[config.mk]
export PLATFORM = sky130hd
export DESIGN_NAME = bqc_rmul
export DESIGN_NICKNAME = d
export VERILOG_FILES = /design/src/rtl/bqc_pkg.sv /design/src/rtl/bqc_rmul.sv
export SDC_FILE = /design/constraint.sdc
export NUM_CORES = 2
export LEC_CHECK = 0
export BUFFER_PORTS_ARGS = -buffer_cell sky130_fd_sc_hd__buf_2
export CORE_ASPECT_RATIO = 0.75
export CORE_MARGIN = 8
export CORE_UTILIZATION = 60
export DETAILED_ROUTE_END_ITERATION = 7
export PLACE_DENSITY = 0.85
export SKIP_CTS_REPAIR_TIMING = 1
export SLEW_MARGIN = 0
export SYNTH_ARGS = -nofsm -noshare
export SYNTH_HDL_FRONTEND = slang
export SYNTH_SLANG_ARGS = --single-unit
[constraint.sdc]
create_clock -name clk_i -period 30.1 [get_ports clk_i]
set_input_delay 6.02 -clock clk_i [delete_from_list [all_inputs] [get_ports clk_i]]
set_output_delay 6.02 -clock clk_i [all_outputs]
set_load 0.02 [all_outputs]
[src/rtl/bqc_pkg.sv]
package bqc_pkg;

  // Cascade geometry
  localparam int MAX_SECTIONS   = 8;
  localparam int COEFS_PER_SEC  = 5;
  localparam int DELAYS_PER_SEC = 2;
  localparam int COEF_DEPTH     = MAX_SECTIONS * COEFS_PER_SEC;
  localparam int DLY_DEPTH      = MAX_SECTIONS * DELAYS_PER_SEC;
  localparam int COEF_AW        = (COEF_DEPTH > 1) ? $clog2(COEF_DEPTH) : 1;
  localparam int DLY_AW         = $clog2(DLY_DEPTH);
  localparam int SEC_W          = (MAX_SECTIONS > 1) ? $clog2(MAX_SECTIONS) : 1;
  localparam int CNT_W          = $clog2(MAX_SECTIONS + 1);

  // Fixed field widths
  localparam int DATA_W = 32;
  localparam int FRAC_W = 5;
  localparam int PROD_W = 2 * DATA_W;

  // Item kinds
  localparam logic [1:0] KIND_SAMPLE   = 2'd0;
  localparam logic [1:0] KIND_COEF     = 2'd1;
  localparam logic [1:0] KIND_DELAY    = 2'd2;
  localparam logic [1:0] KIND_ACTIVATE = 2'd3;

  // Result status
  localparam logic [1:0] STAT_OK    = 2'd0;
  localparam logic [1:0] STAT_OVF   = 2'd1;
  localparam logic [1:0] STAT_RANGE = 2'd2;

  // Configuration register indexes
  localparam logic [2:0] REG_OFFSET     = 3'd0;
  localparam logic [2:0] REG_SCALE      = 3'd1;
  localparam logic [2:0] REG_SCALE_FRAC = 3'd2;
  localparam logic [2:0] REG_COEFF_FRAC = 3'd3;
  localparam logic [2:0] REG_AUTO       = 3'd4;

  // Request to and response from the shared rounding multiplier
  typedef struct packed {
    logic [DATA_W-1:0] op_a;
    logic [DATA_W-1:0] op_b;
    logic [FRAC_W-1:0] frac;
  } mul_req_t;

  typedef struct packed {
    logic [DATA_W-1:0] value;
    logic              ovf;
  } mul_rsp_t;

endpackage

[src/rtl/bqc_rmul.sv]
module bqc_rmul
  import bqc_pkg::*;
(
  input  logic     clk_i,
  input  mul_req_t req_i,
  output mul_rsp_t rsp_o
);

  logic signed [PROD_W-1:0] prod_d, prod_q;
  logic        [FRAC_W-1:0] frac_q;
  logic signed [PROD_W-1:0] bias;
  logic signed [PROD_W-1:0] biased;
  logic signed [PROD_W-1:0] shifted;
  logic                     fits;
  mul_rsp_t                 rsp_d, rsp_q;

  // Stage 1: exact signed product
  assign prod_d = $signed(req_i.op_a) * $signed(req_i.op_b);

  // Stage 2: add half an LSB, floor shift, range check
  always_comb begin
    bias    = (frac_q == '0) ? '0 : (PROD_W'(1) <<< (frac_q - FRAC_W'(1)));
    biased  = prod_q + bias;
    shifted = biased >>> frac_q;
    fits    = (&shifted[PROD_W-1:DATA_W-1]) | ~(|shifted[PROD_W-1:DATA_W-1]);
    rsp_d.value = shifted[DATA_W-1:0];
    rsp_d.ovf   = ~fits;
  end

  always_ff @(posedge clk_i) begin
    prod_q <= prod_d;
    frac_q <= req_i.frac;
    rsp_q  <= rsp_d;
  end

  assign rsp_o = rsp_q;

endmodule

---- Word-level counts from Yosys, hierarchy flattened ----
Cells that the tools add are included.
word-level totals
  register bits ........................... 102
  input bits .............................. 70
  output and inout port bits .............. 33
  logic and storage cells ................. 16
cells by class
  $add $sub $neg .......................... 2
  $mul .................................... 1
  shift-type cells ........................ 2
  muxes and demuxes ....................... 1
  bitwise gates (word level) .............. 3
  reductions and logical operators ........ 3
operator list
  kind                                               count
  adder 64 bit                                       1
  multiplier 32 x 32 -> 64 bit                       1
  2-to-1 mux 64 bit                                  1
  <<< shifter 1 x 5 -> 64 bit, first input constant  1
  >>> shifter 64 x 5 -> 64 bit                       1
  AND reduction 33 bit                               1
  OR reduction 33 bit                                1
  logical NOT 5 bit                                  1
  subtractor 5 x 1 -> 5 bit, second input constant   1
  NOT 1 bit                                          2
  bitwise OR 1 bit                                   1

---- Logic depth before layout (Yosys ltp) ----
  depth after elaboration ................. 9
  depth in mapped cells ................... 33
  gate-level depth less buffers ........... 32

---- Least setup slack after synthesis ----
Ideal clock, no wire load.
  kind .................................... in2reg
  start ................................... input req_i[7] (netlist name)
  end ..................................... register prod_q[63]
  setup time .............................. 0.072 ns
  arrival ................................. 13.712 ns
  data required time ...................... 30.028 ns
  slack ................................... 16.316 ns
  stages on the path ...................... 28
  path buffers ............................ 1
  cell sequence ........................... clkbuf_1 nand2_1 inv_1 fa_1 fa_1 fa_1 fa_1 inv_1 fa_1 inv_1 fa_1 fa_1 fa_1 ha_1 a21o_1 a21o_1 a21o_1 a21o_1 a21oi_1 nor2b_1 o21ai_0 nand2b_1 a21o_1 a21oi_1 a31oi_1 a221o_1 a21oi_1 xnor2_1
between the ends
  word-level cells in the longest chain between the ends .. 1
RTL lines
  item                          line            text
  start: declaration            bqc_rmul.sv:5   input mul_req_t req_i,
  multiplier 32 x 32 -> 64 bit  bqc_rmul.sv:18  assign prod_d = $signed(req_i.op_a) * $signed(req_i.op_b);
  named net prod_d[63]          bqc_rmul.sv:9   logic signed [PROD_W-1:0] prod_d, prod_q;
  end signal: assignment        bqc_rmul.sv:31  prod_q <= prod_d;
  end: declaration              bqc_rmul.sv:9
The timed path passes the listed nets, and every way through them passes these cells.

---- Worst setup path in the final report ----
  start ................................... input req_i[68] (netlist name)
  end ..................................... register prod_q[63]
The elaborated chain is that of the path after synthesis.

==> flow_summary.toml <==
[floorplan]
coreArea_um2 = 74780
die_h_um = 253.3
pin_count = 103
die_width_um = 332.3
placementRows = 87
start_util_pct = 60.22
dieArea_um2 = 84170

[placement]
hpwl_mm = 94.83
dpl_cell_area_um2 = 45930
place_congestion = 0.9656
portBuffers = 102
pre_cts_slack_ps = 15180

[clock_tree]
clk_latency_ps = 370
clk_pin_slew_ps = 80
cts_tree = "done"
clock-root-buffer = "clkbuf_16"
cts_buffers = 9
numClockSinks = 102
ctsHtreeMaxLevel = 3
clk_path_buf_depth = 2

[setup_path]
worstSetupEndpointType = "register"
crit_fanout = 32
cp_common_cell = "fa_1"
slowest_delay_ps = 890
r2r_setup_slack_ps = 20810
critical_path_arrival_ps = 14910
critical_path_class = "in -> reg"
cp.required_ps = 30410
cpMaxStageDelayCell = "fa_1"
start_kind = "input pin"

[synth]
synthTopCellsByArea = "fa_1 (48%), inv_1 (8.5%), and2_1 (7.1%), ha_1 (6.1%), nand2_1 (5.2%)"
yosys_register_bits = 102
avgSynthCellArea_um2 = 9.063
yosysSeqAreaShare_pct = 4.534
synth_nets = 6340
synth_top_cell_area_share_pct = 48.14
syn_area_um2 = 45030
yosysTopAreaCell = "fa_1"
syn-instance-count = 4969
ys_warn_count = 0
synth_flop_cell = "dfxtp_1"
synth_cell_types = 92
async_reset_ff_share_pct = 0
synth_edf_count = 0

[finish]
drive_above_1_share_pct = 4.771
n_fill_cell = 5960
layout.nets = 6208
final_util_pct = 61.81
final_common_cell = "fa_1"
final_area_um2 = 46220
final_cell_mix = "fa_1 (1083), inv_1 (1021), nand2_1 (619)"
area_growth_syn_to_layout_pct = 2.645

[global_routing]
grt_pass1_wl_mm = 197.0
first_global_vias = 38100
grt_antenna_before_repair = 3
grt_max_degree = 66
track_usage_pct = 28.77
grt_overflow = 0

[sta]
timing.fmax_mhz = 68.49
fin_crit_sh_pct = 48.51
relSlewSlack_pct = 17.69
rsz0062_at_grt = "no"
worstMarginPinSlew_ps = 1230
skew_ps = 6.658
setup_violations = 0
timing.final.ws_setup_ps = 15500
maxSlewViolCount = 0
report.final.hold_viol_count = 0
tns_ps = 0
post-route-min-period_ps = 14600

[detailed_routing]
firstDrtPassIters = 6
post-route-drc-count = 0
vias = 34630
drt_wl_total_mm = 117.6
wl_per_cell_um = 20.19
drt-initial-drc-count = 3613
ant_nets = 0
avgViaCountPerCell = 5.946

[job]
max_cap_violations = 0

[run_status]
status = "completed"

[min_path]
hp-class = "reg -> reg"
## metrics by stage
step	instances	hold WS (ps)
floorplan	4969	876.0
global placement	5805	756.3
detailed placement	5805	760.2
CTS	5821	775.6
global route	5822	828.1
finish	5823	800.3
## final timing paths
kind                           from            endpoint  cells after the start
setup / recovery          req_i[68]  prod_q[63]$_DFF_P_                     30
hold / removal    frac_q[2]$_DFF_P_   rsp_o[19]$_DFF_P_                      4
setup reg to reg  frac_q[1]$_DFF_P_    rsp_o[0]$_DFF_P_                     25
hold reg to reg   frac_q[2]$_DFF_P_   rsp_o[19]$_DFF_P_                      4
## worst max-delay path: cells and delay by family
| family | cells | cell delay [ps] |
|---|---|---|
| AOI/OAI and AO/OA | 11 | 2080 |
| xor gates and xnor gates | 1 | 140 |
| adders and majority gates | 9 | 4660 |
| buffers and inverters | 6 | 1600 |
| and+or+nand+nor | 3 | 400 |
## final cells by class
class	count	area, um2	area share, %
antenna	2	5.005	0.01083
clock buffer	9	225.2	0.4872
clock inverter	7	67.56	0.1462
inverter	1024	3844	8.315
multi-input combinational	3574	38120	82.47
sequential	102	2047	4.428
tap	979	1225	2.650
timing repair buffer	126	690.7	1.494
## cell usage after synthesis, types with 23 or more instances
cell type / number
a21o_1: 67
nand2b_1: 23
nor3_1: 51
xor2_1: 41
and2_1: 511
fa_1: 1083
nor2_1: 151
nand3_1: 46
dfxtp_1: 102
a211oi_1: 31
and3_1: 39
ha_1: 218
a21oi_1: 126
nand2_1: 619
mux2i_1: 87
xnor2_1: 79
inv_1: 1022
clkbuf_1: 242
o21ai_0: 74
mux2_2: 24
## flip-flops by register name (all words and copies together), names as in the netlist
register and count:
prod_q 64, rsp_o 33, frac_q 5
## layer usage
layer,global-route usage [%],vias up,share of wire (%)
met1,37.64,17480,39
met2,47.70,2003,47
met5,0,-,0
li1,-,14830,-
met4,10.39,0,3.7
met3,5.970,312,11
## logic make-up (layout without fill, tap and decap cells)
| group | count (synthesis) | in the layout | share of synthesized area [%] |
|---|---|---|---|
| and+or+nand+nor | 1520 | 1520 | 16.72 |
| adders and majority gates | 1301 | 1301 | 54.20 |
| buffers and inverters | 1293 | 1166 | 10.82 |
| AOI/OAI and AO/OA | 501 | 501 | 7.813 |
| muxes | 132 | 132 | 3.584 |
| xor gates and xnor gates | 120 | 120 | 2.334 |
| DFF | 102 | 102 | 4.534 |
| other | 0 | 2 | 0 |
Power is not shown: default switching activity piles up to over one toggle a cycle in this logic, so the estimate is an artifact.
