**config.mk**
```make
export PLATFORM = sky130hd
export DESIGN_NAME = bqc_ram
export DESIGN_NICKNAME = d
export VERILOG_FILES = /design/src/rtl/bqc_ram.sv
export SDC_FILE = /design/constraint.sdc
export NUM_CORES = 1
export LEC_CHECK = 0
export BUFFER_PORTS_ARGS = -buffer_cell sky130_fd_sc_hd__buf_2
export CELL_PAD_IN_SITES_DETAIL_PLACEMENT = 1
export CELL_PAD_IN_SITES_GLOBAL_PLACEMENT = 1
export CORE_MARGIN = 2
export CORE_UTILIZATION = 43
export DETAILED_ROUTE_END_ITERATION = 8
export PLACE_DENSITY_LB_ADDON = 0.1
export SYNTH_ARGS = -nofsm -noshare
export SYNTH_HDL_FRONTEND = slang
export SYNTH_SLANG_ARGS = --single-unit
```
**constraint.sdc**
```tcl
create_clock -name clk_i -period 4.4 [get_ports clk_i]
set_clock_uncertainty 0.15 [all_clocks]
set_input_delay 0.44 -clock clk_i [delete_from_list [all_inputs] [get_ports clk_i]]
set_output_delay 0.44 -clock clk_i [all_outputs]
set_load 0.02 [all_outputs]
```
**src/rtl/bqc_ram.sv**
```systemverilog
module bqc_ram #(
  parameter int WIDTH = 32,
  parameter int DEPTH = 16
) (
  input  logic                     clk_i,
  input  logic                     we_i,
  input  logic [$clog2(DEPTH)-1:0] waddr_i,
  input  logic [WIDTH-1:0]         wdata_i,
  input  logic [$clog2(DEPTH)-1:0] raddr_i,
  output logic [WIDTH-1:0]         rdata_o
);

  logic [WIDTH-1:0] mem_q [DEPTH];
  logic [WIDTH-1:0] rdata_q;

  always_ff @(posedge clk_i) begin
    if (we_i) begin
      mem_q[waddr_i] <= wdata_i;
    end
    rdata_q <= mem_q[raddr_i];
  end

  assign rdata_o = rdata_q;

endmodule

```
* Word level (Yosys, flattened, before mapping) *
Memories as Yosys holds them, arrays and structs flattened. A register that Yosys moved wholly into a read port is not among the register bits.
Index checks and enable logic that the tools add are counted.

storage, ports and cells
  register bits after elaboration = 0
  bits in writable memories = 512
  bits of input ports = 42
  word-level logic and storage cells = 3
  memories = 1

memory list
  name   depth  bits a word  rd ports  clocked after Yosys merged registers in  wr ports  RTL line  text
  mem_q  16     32           1         1                                        1         13        logic [WIDTH-1:0] mem_q [DEPTH];

cells by class
  muxes and demuxes = 2

operator list
  kind              count
  1-bit 2-to-1 mux  2

* Logic depth before layout (Yosys ltp) *
Gate-level depths: netlist (run 1).

  depth after elaboration = 2
  depth in mapped cells = 5
  gate-level depth less buffers = 3

* Least setup slack after synthesis (run 1) *
OpenSTA, ideal clock, no wires.

  path kind = in2reg
  start = in waddr_i[2]
  end = mem mem_q[0][0], enable pin
  arrival = 3.158 ns
  required time = 3.789 ns
  setup slack = 0.630 ns
  cell stages on the path = 2
  buffers on the path = 0
  cell sequence = or3b_2 nor3_1

RTL lines
  item             RTL line  text
  start, declared  7         input logic [$clog2(DEPTH)-1:0] waddr_i,
  end, declared    13

Straight into the memory's write port.

* Worst setup path in the final report (run 1) *
  start = in waddr_i[0]
  end = mem mem_q[14][21], enable pin

Straight into the memory's write port.

==> impl_metrics.py, run 1 <==
metrics = {
    "power_and_ir_drop": {
        "p_per_area_nw_per_um2": 476,
        "max-vdd-ir-drop_mv": 0.349,
        "p_leak_nw": 7.33,
        "power.total_mw": 10.9,
    },
    "drt": {
        "wl_per_cell_um": 28.0,
        "vias": 9047,
        "drc": 0,
        "viasPerCell": 5.65,
        "drt_iter0_drc": 697,
        "antenna_left": 0,
        "dr.pass1.iters": 5,
        "wirelength_um": 44800,
    },
    "floorplan": {
        "die_w_um": 219,
        "num_rows": 78,
        "die_y_um": 219,
        "num_io_pins": 74,
        "coreArea_sq_um": 45500,
        "initial_core_util_pct": 43.7,
        "dieArea_sq_um": 47900,
    },
    "outcome": {
        "status": "finished, final reports clean",
    },
    "layout": {
        "nets": 997,
        "drive_gt1_share_pct": 32.4,
        "fin_cells": 1601,
        "syn_to_final_growth_pct": 15.2,
        "n_fill_cell": 4018,
    },
    "run": {
        "drv_cap": 0,
    },
    "clock_tree": {
        "insertion_delay_ps": 600,
        "cts.path.max_buffers": 3,
        "cts.clk_slew.worst_paths_ps": 60,
        "cts_tree": "yes",
        "cts_resized": 0,
        "cts_setup_buffers": 0,
        "cts.sinks": 544,
        "cts-root-buf": "clkbuf_16",
        "htreeDepth": 2,
        "cts_buffers": 56,
        "hold_buffers": 0,
    },
    "setup_path": {
        "crit_chain": "buf_2, nand2b_1, nor2_4, buf_4",
        "cp_data_arrival_time_ps": 2090,
        "worstSetupEndpointType": "register",
        "crit_slowest_cell": "buf_4",
        "crit_buf_inv": 2,
        "rrSetupSlack_ps": 2910,
        "critPathTopFamily": "simple AND/OR/NAND/NOR gates",
        "critical_path_class": "in2reg",
        "worstPathMaxFanout": 22,
        "slowest_delay_ps": 570,
        "cp-start-kind": "input port",
        "crit_required_ps": 4480,
    },
    "synthesis": {
        "yosys-top-cells-count": "edfxtp_1, mux4_2, a22oi_1, nand2_1, dfxtp_1",
        "synth_top_area_cell": "edfxtp_1",
        "yosysUniqueCellTypes": 18,
        "synth_ff_type": "edfxtp_1",
        "synth_edf_count": 512,
        "netlist_area_sq_um": 19900,
        "synth_area_leaders": "edfxtp_1, mux4_2, dfxtp_1",
        "synthArstFlopShare_pct": 0,
        "yosysSeqAreaShare_pct": 80.7,
        "ys_warn_count": 0,
        "post-synth-top-area-fraction_pct": 77.4,
        "synth_fp_nets": 880,
        "netlist_instances": 838,
        "synth-seq-cells": 544,
        "synth_most_common_cell": "edfxtp_1",
        "synth.avg_cell_area_sq_um": 23.7,
    },
    "global_routing": {
        "grt_pass1_vias": 9971,
        "antenna_found_initial": 2,
        "track_usage_pct": 19.6,
        "grt_max_degree": 81,
        "gr-total-overflow": 0,
        "grt_pass1_wl_um": 67400,
    },
    "sta": {
        "fmax_mhz": 497,
        "rsz0062_at_grt": "no",
        "slew_headroom_pct": 22.9,
        "tightestPinTransition_ps": 1160,
        "hold_violations": 0,
        "tns_ps": 0,
        "worst_hold_slack_ps": 65.1,
        "maxSlewViolCount": 0,
        "fin_crit_ps": 2010,
        "finalCritPeriodShare_pct": 45.7,
        "setup_viol": 0,
    },
    "place": {
        "dpl.hpwl_um": 24000,
        "place_inst": 1497,
        "place_congestion": 0.704,
        "io_buffers": 73,
    },
    "min_path": {
        "hp-class": "in2reg",
    },
}
-- logic make-up (layout without fill, tap and decap cells) --
group	count (synthesis)	count (layout)	synth area share, %
AO/OA/AOI/OAI	64	64	2.42
buffers and inverters	43	205	1.12
flip-flops	544	544	80.7
multiplexers	128	128	14.5
other	0	1	0
AND/OR/NAND/NOR	59	59	1.27
-- state kept, by name (all words and copies together) (netlist names) --
signal	cells
rdata_o	32
mem_q	512
-- stage by stage --
step	util, %	setup WS (ps)	area, sq um
6_report	50.3	2390	22900
5_1_grt	50.3	2310	22900
4_1_cts	50.3	2400	22900
3_5_place_dp	46.5	1750	21100
3_3_place_gp	46.5	1780	21100
2_1_floorplan	-	630	19900
-- power by group --
part	internal [mW]	switching (mW)	leakage (nW)
Combinational	0.207	0.339	1.59
Sequential	5.79	0.0329	4.89
Clock	2.62	1.89	0.841
-- final timing paths --
path | from | endpoint | cells past startpoint
setup / recovery | waddr_i[0] | mem_q[14][21] | 4
hold / removal | wdata_i[30] | mem_q[13][30] | 1
setup reg to reg | mem_q[10][11] | rdata_o[11] | 3
hold reg to reg | mem_q[13][24] | rdata_o[24] | 3
-- cell usage in the layout (no fill, tap or decap), drive strengths merged, types with 4 or more instances in the layout --
master / netlist / routed
dfxtp: 32 / 32
mux4: 128 / 128
clkinv: 0 / 14
nand2: 33 / 33
clkbuf: 17 / 83
buf: 26 / 101
nor3: 4 / 4
edfxtp: 512 / 512
a22oi: 64 / 64
nor2: 13 / 13
-- area by class of cell --
| class | count | area (sq um) | area share (%) |
|---|---|---|---|
| sequential | 544 | 16000 | 70.0 |
| multi-input combinational | 251 | 3750 | 16.4 |
| clock buffer | 82 | 1560 | 6.82 |
| tap | 600 | 751 | 3.28 |
| timing repair buffer | 102 | 619 | 2.71 |
| clock inverter | 21 | 181 | 0.793 |
| antenna | 1 | 2.50 | 0.0109 |
-- metal layers --
| metal | GRT usage (%) | wire, um |
|---|---|---|
| met1 | 28.0 | 19900 |
| met4 | 4.91 | 868 |
| met5 | 0 | 12 |
| met2 | 31.1 | 21600 |
| met3 | 4.13 | 2470 |
-- worst reg2reg max path, cell delays in order (launching register included) --
cell and delay [ps]:
edfxtp_1 360, mux4_2 460, a22oi_1 230, nand2_1 150
(Power assumes the default switching activity.)
==> run 2: changes to the inputs <==
- clock period: 4.4 -> 1.9 ns (I/O delays scaled with it)
==> run 2 against run 1 <==
Power grew 140%; clock power grew 140%; flip-flop and latch count is the same; sequential share of layout area shrank 3.4 points; combinational power grew to 2.7 times the previous value; critical endpoint is now rdata_o[14].
==> impl_metrics.py, run 2 (synthesis results as in run 1) <==
metrics = {
    "power_and_ir_drop": {
        "p_leak_nw": 7.85,
        "p_per_area_nw_per_um2": 1070,
        "max-vdd-ir-drop_mv": 0.629,
    },
    "drt": {
        "dr.pass1.iters": 5,
        "viasPerCell": 5.60,
        "wl_per_cell_um": 28.4,
        "wirelength_um": 47600,
        "vias": 9378,
        "wl_met3_um": 2470,
        "antenna_left": 0,
        "wl_met1_um": 20700,
        "top_layer": "met4",
        "dr_wl_met2_um": 23400,
        "drc": 0,
        "drt_iter0_drc": 844,
    },
    "global_routing": {
        "grt_max_degree": 44,
        "track_usage_pct": 20.5,
        "gr-total-overflow": 0,
        "antenna_found_initial": 1,
        "grt_pass1_wl_um": 69800,
        "grt_pass1_vias": 10200,
    },
    "setup_path": {
        "cp_data_arrival_time_ps": 2000,
        "rrSetupSlack_ps": 370,
        "ff2ff_path_depth": 3,
        "critical_path_class": "in2reg",
        "worstSetupEndpointType": "register",
        "crit_required_ps": 2220,
        "cp-start-kind": "input port",
        "worstPathMaxFanout": 43,
    },
    "place": {
        "place_inst": 1535,
        "placed_area_sq_um": 21900,
        "place_congestion": 0.710,
        "io_buffers": 73,
        "pre_cts_ws_ps": 38.4,
        "dpl.hpwl_um": 25200,
    },
    "layout": {
        "fin_cells": 1674,
        "drive_gt1_share_pct": 34.9,
        "n_fill_cell": 3949,
        "layout_commonest_cell": "edfxtp_1",
        "final_area_sq_um": 24000,
        "syn_to_final_growth_pct": 21.1,
        "final_cell_mix": "edfxtp_1, mux4_2, buf_2",
        "top_register": "mem_q",
        "seq_area_sq_um": 16000,
        "largest_reg_flops": 512,
        "multi_input_area_sq_um": 3780,
        "nets": 1068,
    },
    "sta": {
        "fmax_mhz": 597,
        "slew_headroom_pct": 69.3,
        "hold_violations": 0,
        "worst_hold_slack_ps": 61.5,
        "maxSlewViolCount": 0,
        "rsz0062_at_grt": "no",
        "tightestPinTransition_ps": 461,
        "setup_viol": 0,
        "fin_crit_ps": 1680,
        "finalWorstSetupSlack_ps": 224,
        "finalCritPeriodShare_pct": 88.2,
        "tns_ps": 0,
    },
    "clock_tree": {
        "cts_buffers": 55,
        "cts.path.max_buffers": 3,
        "cts.clk_slew.worst_paths_ps": 60,
        "cts-root-buf": "clkbuf_16",
        "cts_resized": 0,
        "cts_tree": "yes",
        "insertion_delay_ps": 600,
        "cts.sinks": 544,
        "htreeDepth": 2,
    },
    "floorplan": {
        "coreArea_sq_um": 45500,
        "dieArea_sq_um": 47900,
        "die_y_um": 219,
        "num_io_pins": 74,
        "num_rows": 78,
        "die_w_um": 219,
        "initial_core_util_pct": 43.7,
    },
    "min_path": {
        "hp-class": "in2reg",
        "whs_path_depth": 4,
    },
    "run": {
        "drv_cap": 0,
    },
    "outcome": {
        "status": "finished, final reports clean",
    },
}
## run 2: path summary, 6_finish.rpt
kind	end	start
max	rdata_o[14]	raddr_i[1]
min	rdata_o[1]	raddr_i[0]
max reg2reg	rdata_o[14]	mem_q[9][14]
min reg2reg	rdata_o[5]	mem_q[14][5]
## run 2: power by group
group	switching, mW	internal, mW	leakage [nW]	total, mW
Sequential	0.0882	13.4	4.89	13.5
Combinational	0.828	0.620	2.05	1.45
Clock	4.47	6.43	0.906	10.9
## run 2: cell type report
type / instances / area share, %
sequential: 544 / 66.6
multi-input combinational: 251 / 15.7
timing repair buffer: 174 / 6.89
clock buffer: 79 / 6.52
tap: 600 / 3.12
clock inverter: 25 / 1.14
antenna: 1 / 0.0104
## run 2: metrics by stage
stage,total power [mW],util (%)
after floorplan,14.5,-
after global placement,15.1,48.1
after detailed placement,15.2,48.1
after CTS,26.1,52.9
after global routing,26.6,52.9
final,25.8,52.9
## run 2: what timing repair did
action | in CTS | in global routing
buffers inserted | 0 | 0
hold buffers | 34 | 0
hold endpoints to repair | 515 | 0
## run 2: critical path: stages
cell and delay, ps:
dlygate4sd3_1 530, buf_4 200, buf_12 280, mux4_2 340, a22oi_1 280, nand2_1 120
## run 2: layer usage
| layer | track usage [%] | vias up |
|---|---|---|
| met5 | 0 | - |
| met4 | 5.74 | 0 |
| met2 | 33.7 | 266 |
| met3 | 3.37 | 69 |
| li1 | - | 3957 |
| met1 | 28.7 | 5086 |
